`src/flt_pkg.sv`:
```
// ----------------------------------------------------------------------------
// File header LRU table: shared definitions
// Table depth, index and rank types, the stored tag layout and the
// control groups that the sequencer sends to the two stores.
// ----------------------------------------------------------------------------
package flt_pkg;

    localparam int ENTRIES = 64;
    localparam int IDX_W   = (ENTRIES > 1) ? $clog2(ENTRIES) : 1;
    localparam int SLOT_W  = 6;

    localparam logic [7:0] KIND_DIR      = 8'h80;
    localparam logic [7:0] KIND_APPEND   = 8'h40;
    localparam logic [7:0] KIND_UNCACHED = KIND_DIR | KIND_APPEND;

    typedef logic [IDX_W-1:0] t_idx;
    typedef logic [IDX_W-1:0] t_rank;

    localparam t_idx LAST_IDX = t_idx'(ENTRIES - 1);

    typedef struct packed {
        logic [63:0] path;
        logic [7:0]  kind;
        logic [31:0] version;
        logic [31:0] device;
        logic [15:0] device_kind;
    } t_tag;

    typedef struct packed {
        logic we;
        t_idx waddr;
        t_tag wdata;
        t_idx raddr;
    } t_tag_ctl;

    typedef struct packed {
        logic  we;
        t_idx  waddr;
        t_rank wdata;
        t_idx  raddr;
    } t_rank_ctl;

    typedef struct packed {
        logic              cacheable;
        logic [SLOT_W-1:0] slot;
        logic              hit;
        logic              version_changed;
        logic              replaced_valid;
    } t_result;

endpackage

```
`src/flt_rank_store.sv`:
```
// ----------------------------------------------------------------------------
// File header LRU table: recency rank store
// Memory of one recency rank per slot. A slot whose rank has never been
// written reads back its own number, which is its rank after reset.
// ----------------------------------------------------------------------------
module flt_rank_store
    import flt_pkg::*;
(
    input  logic      i_clk,
    input  logic      i_rst_n,
    input  t_rank_ctl i_ctl,
    output t_rank     o_rd_data
);

    t_rank              r_mem [ENTRIES];
    logic [ENTRIES-1:0] r_written;
    t_rank              r_rd_mem;
    t_idx               r_rd_addr;
    logic               r_rd_written;

    always_ff @(posedge i_clk) begin
        if (!i_rst_n) begin
            r_written <= '0;
        end else if (i_ctl.we) begin
            r_written[i_ctl.waddr] <= 1'b1;
        end
    end

    always_ff @(posedge i_clk) begin
        if (i_ctl.we) begin
            r_mem[i_ctl.waddr] <= i_ctl.wdata;
        end
        r_rd_mem     <= r_mem[i_ctl.raddr];
        r_rd_addr    <= i_ctl.raddr;
        r_rd_written <= r_written[i_ctl.raddr];
    end

    assign o_rd_data = r_rd_written ? r_rd_mem : t_rank'(r_rd_addr);

endmodule

```
`config.mk`:
```
export PLATFORM = sky130hd
export DESIGN_NAME = flt_rank_store
export DESIGN_NICKNAME = d
export VERILOG_FILES = /design/src/flt_pkg.sv /design/src/flt_rank_store.sv
export SDC_FILE = /design/constraint.sdc
export NUM_CORES = 1
export LEC_CHECK = 0
export BUFFER_PORTS_ARGS = -buffer_cell sky130_fd_sc_hd__buf_4
export CAP_MARGIN = 30
export CELL_PAD_IN_SITES_DETAIL_PLACEMENT = 0
export CELL_PAD_IN_SITES_GLOBAL_PLACEMENT = 1
export CORE_MARGIN = 5
export CORE_UTILIZATION = 40
export CTS_BUF_LIST = sky130_fd_sc_hd__clkbuf_8
export DETAILED_ROUTE_END_ITERATION = 8
export PLACE_DENSITY_LB_ADDON = 0.15
export RECOVER_POWER = 25
export SLEW_MARGIN = 20
export SYNTH_ARGS = -nofsm -noshare
export SYNTH_HDL_FRONTEND = slang
export SYNTH_SLANG_ARGS = --single-unit
```
`constraint.sdc`:
```
create_clock -name i_clk -period 2.2 [get_ports i_clk]
set_clock_uncertainty 0.15 [all_clocks]
set_input_delay 0.66 -clock i_clk [delete_from_list [all_inputs] [get_ports i_clk]]
set_output_delay 0.66 -clock i_clk [all_outputs]
set_load 0.01 [all_outputs]
```
Word level (Yosys, flattened, before mapping) --
Memories as Yosys holds them, arrays and structs flattened. A register that Yosys moved wholly into a read port is not among the register bits. Index checks and enable logic that the tools add are counted. Widths: inputs -> output; s select.
Storage, ports and cells: flip-flop bits (word level) 71, RAM bits 384, input port bits 21, output and inout bits 6, word-level logic and storage cells 16, memories kept 1
Memory list:
- r_mem | depth 64, bits a word 6, read ports 1, clocked after memory_dff 1, wr ports 1, line flt_rank_store.sv:15 | t_rank r_mem [ENTRIES];
Operators by class: order comparisons 3, mux-type cells 7, bitwise logic cells 1, reductions and logical operators 1
Operators by type and width (number):
- $or 64x64->64 | 1
- $lt 6x7->1 const B | 2
- $bmux 1 s6 | 1
- $demux 1 s6 | 1
- $ge 6x1->1 const B | 1
- $mux 6 | 1
- $mux 1 | 4
- $logic_and 1x1->1 | 1

Depth between registers and ports, before layout --
word-level depth 5, mapped depth 9, mapped depth without buffers 6

Least setup slack after synthesis --
Ideal clock, no wire load.
kind in2reg, start point input i_ctl[0] (netlist bit), end point register r_rd_mem[1] (read register of r_mem), setup time 0.121 ns, arrival 2.085 ns, required time 1.929 ns, path slack -0.157 ns, stages 8, path buffers 3, path through buf_4 -> buf_6 -> buf_4 -> mux4_2 -> o22ai_1 -> nor2_1 -> nand3_1 -> o31ai_1
RTL lines:
- from (decl) | line flt_rank_store.sv:11 | input t_rank_ctl i_ctl,
- to (decl) | line flt_rank_store.sv:17 | t_rank r_rd_mem;

Worst setup path after layout --
start point register r_rd_written, end point output o_rd_data[3]
On the way: longest elaborated chain between the ends 1
Ends and longest elaborated chain:
- from (decl) | line flt_rank_store.sv:19 | logic r_rd_written;
- from (signal assigned) | line flt_rank_store.sv:35 | r_rd_written <= r_written[i_ctl.raddr];
- $mux 6 | line flt_rank_store.sv:38 | assign o_rd_data = r_rd_written ? r_rd_mem : t_rank'(r_rd_addr);
- to (decl) | line flt_rank_store.sv:12 | output t_rank o_rd_data
Every way passes these cells.

==> summary.md <==
| Metric | Value |
|---|---|
| Status | complete, but fails checks |
| Failing checks | negative setup slack |
| Max Cap Viol | 0 |
| Reg2reg end | r_rd_mem[2]$_DFF_P_ |
| Global Route Usage Sum | 17.9% |
| Prevailing post-synth register cell | edfxtp_1 |
| RePlAce Congestion | 0.794 |
| R2R depth | 7 |
| Least-Margin Pin Slew | 1.47 ns |
| Post-route cell area | 21,700 um2 |
| WL final | 43.8 mm |
| I/O Buffers | 26 |
| Worst hold path type | in -> reg |
| Io pins | 27 |
| Clock sinks | 461 |
| Setup ws final | -0.164 ns |
| Area of placed instances | 20,300 um2 |
| Cells after Synth | 956 |
| Remaining DRCs | 0 |
| Top post-synthesis cells by area | edfxtp_1, mux4_2, dfxtp_1, o21a_1, nor2_1 |
| CP startpoint | r_rd_written$_DFF_P_ |
| Pin count of the biggest net entering global routing | 65 |
| Net Count, Synth | 977 |
| Fmax | 423 MHz |
| Post-synth top cells | edfxtp_1, mux4_2, nor2_1 |
| CP startpoint kind | flip-flop |
| Data required time of the worst path | 1.39 ns |
| Tmin final | 2.36 ns |
| Rows | 77 |
| Congestion Overflow GR | 0 |
| # diodes | 0 |
| Slew headroom | 2.17% |
| Layout cell share with drive strength beyond 1 | 34.8% |
| Synthesized area | 17,800 um2 |
| # hold bufs at CTS | 0 |
| Slowest CP cell | dfxtp_4 |
| Unrepaired setup endpoints after global routing | yes |
| Post-synth cell types | 36 |
| Power Density | 820 nW/um2 |
| Final Max Slew Viols | 0 |
| Setup WS pre-CTS | -0.482 ns |
| CTS tree | done |
| Seq/Total Area, Yosys | 73.4% |
| Crit path max fanout | 6 |
| Initial antenna violation count | 1 |
| Synth warnings | 0 |
| Leak pwr | 0.00760 uW |
| Routed via count | 9,673 |
| Area Growth Syn to Fin | 21.9% |
| Seq cells post-synth | 461 |
| Starting density of the core | 40.4% |
| Worst hold slack | 0.298 ns |
| Flop pwr share | 53.8% |
| Detail Route Antenna Nets | 0 |
| R2R Setup Slk | 0.27 ns |
| Final Hold Viols | 0 |
| Most common cell in the netlist | edfxtp_1 |
| Cells along the critical path | mux2_4, buf_6 |
| Avg Cell Area, Syn | 18.6 um2 |
| Final-layout fill cell count | 3,807 |
| Total Power | 17,800 uW |
| Dpl hpwl | 28.6 mm |
| DRT Pass-1 Iters | 5 |
| First-pass GRT wire length | 65.9 mm |
| Clock share of power | 39.8% |
| Sw frac | 22.2% |
| Die W | 221 um |
| Clock-pin transition on the worst setup and hold timing paths | 0.06 ns |
| Die Height | 221 um |
| Final worst path period share | 107% |
| Worst R2R Start | r_mem[51][2]$_DFFE_PP_ |
| CP Class | reg -> out |
| H-tree levels | 3 |
| Data arrival, critical path | 1.55 ns |
| Vias in the first global route | 10.1k |
| Setup violators final | 6 |
| Critical Path End Type | output pin |
| CTS root buf | clkbuf_8 |
| Cell taking the most area after synthesis | edfxtp_1 |
| Final net count | 1,233 |
| Worst-Skew Late Latency | 0.62 ns |
| Bufs on Longest Clock Path | 3 |
| Die footprint | 48,800 um2 |
| End point of the critical path | o_rd_data[3] |
| Synth top area share | 64.8% |
| Net switching power | 3960 uW |
| Area of the core | 44,100 um2 |
| Comb power frac | 6.4% |
| Starting DRT DRC Count | 680 |
| Cell Int Power | 13,800 uW |
| DR WL/cell | 23.5 um |
| Peak VDD IR | 398 uV |
| Num CTS Buffers | 78 |
| Worst path max stage delay | 0.45 ns |
| Via-to-Cell Ratio | 5.19 |
| Post-synth EDFFs | 384 |
| Post-synth ARST share | 0% |
==> layer usage <==
layer / track usage [%] / up-vias / part of all wire, % / wire length (um)
li1: - / 4365 / - / -
met1: 25.8 / 5046 / 47 / 20400
met2: 28.1 / 200 / 47 / 20600
met3: 3.29 / 62 / 4.4 / 1950
met4: 5.40 / 0 / 2.1 / 902
met5: 0 / - / 0 / 0
==> cells by family after synthesis <==
group           count (synthesis)  synth area share, %
mux                           140                 15.4
simple gates                  169                 4.27
flops                         461                 73.4
compound gates                129                 5.07
buf+inv                        57                 1.83
==> how the worst min path moves through the flow <==
stage,start,endpoint,slack (ns),cells after the start
2_1_floorplan,r_written[9]$_SDFFE_PN0P_,r_written[9]$_SDFFE_PN0P_,0.28,1
3_3_place_gp,r_written[8]$_SDFFE_PN0P_,r_written[8]$_SDFFE_PN0P_,0.29,1
3_5_place_dp,r_written[42]$_SDFFE_PN0P_,r_written[42]$_SDFFE_PN0P_,0.30,1
4_1_cts,i_ctl[5],r_rd_addr[5]$_DFF_P_,0.12,1
5_1_grt,i_ctl[1],r_rd_addr[1]$_DFF_P_,0.27,2
6_report,i_ctl[1],r_rd_addr[1]$_DFF_P_,0.30,2
==> metrics by stage <==
| stage | TNS, ns | utilization, % | std cells |
|---|---|---|---|
| 6_report | -0.812 | 49.2 | 1864 |
| 4_1_cts | -1.14 | 49.4 | 1864 |
| 2_1_floorplan | -0.259 | - | 956 |
| 3_3_place_gp | -3.06 | 46.0 | 1724 |
| 5_1_grt | -1.10 | 49.2 | 1864 |
| 3_5_place_dp | -3.11 | 46.0 | 1724 |
==> placed cells by master (no fill, tap or decap), drive strengths merged, types with 21 or more instances in the layout <==
| master | netlist | layout |
|---|---|---|
| nor2 | 83 | 83 |
| inv | 1 | 41 |
| nand2 | 23 | 23 |
| clkbuf | 25 | 101 |
| o21a | 64 | 64 |
| nand3 | 21 | 21 |
| mux4 | 105 | 105 |
| edfxtp | 384 | 384 |
| buf | 31 | 220 |
| dfxtp | 77 | 77 |
==> power groups by stage <==
stage / registers [uW] / logic [uW] / clock network (uW)
2_1_floorplan: 9720 / 555 / 0
6_report: 9570 / 1140 / 7090
3_3_place_gp: 9750 / 1160 / 0
4_1_cts: 9570 / 1180 / 7320
3_5_place_dp: 9750 / 1160 / 0
5_1_grt: 9570 / 1230 / 7740
==> flip-flops by register name, indices dropped and copies added (netlist names) <==
register / cells
r_mem: 384
r_written: 64
r_rd_addr: 6
r_rd_mem: 6
r_rd_written: 1
==> critical path: cells and delay by family, from the launching register on <==
| kind | cells | cell delay [ns] |
|---|---|---|
| DFF | 1 | 0.45 |
| buffers and inverters | 1 | 0.13 |
| muxes | 1 | 0.35 |
==> repair_timing <==
action / CTS / global route
gates cloned: 0 / 0
endpoints found under the setup margin: 6 / 6
buffers inserted: 0 / 0
gates resized for setup: 14 / 0
==> cell type report <==
class / instances / area (um2) / share of cell area, %
multi-input combinational: 438 / 4430 / 20.4
inverter: 1 / 3.75 / 0.0173
sequential: 461 / 13100 / 60.2
clock buffer: 89 / 1220 / 5.64
tap: 592 / 741 / 3.41
clock inverter: 51 / 225 / 1.04
timing repair buffer: 232 / 2010 / 9.27
Note: power is estimated with default switching activity, not from simulation.
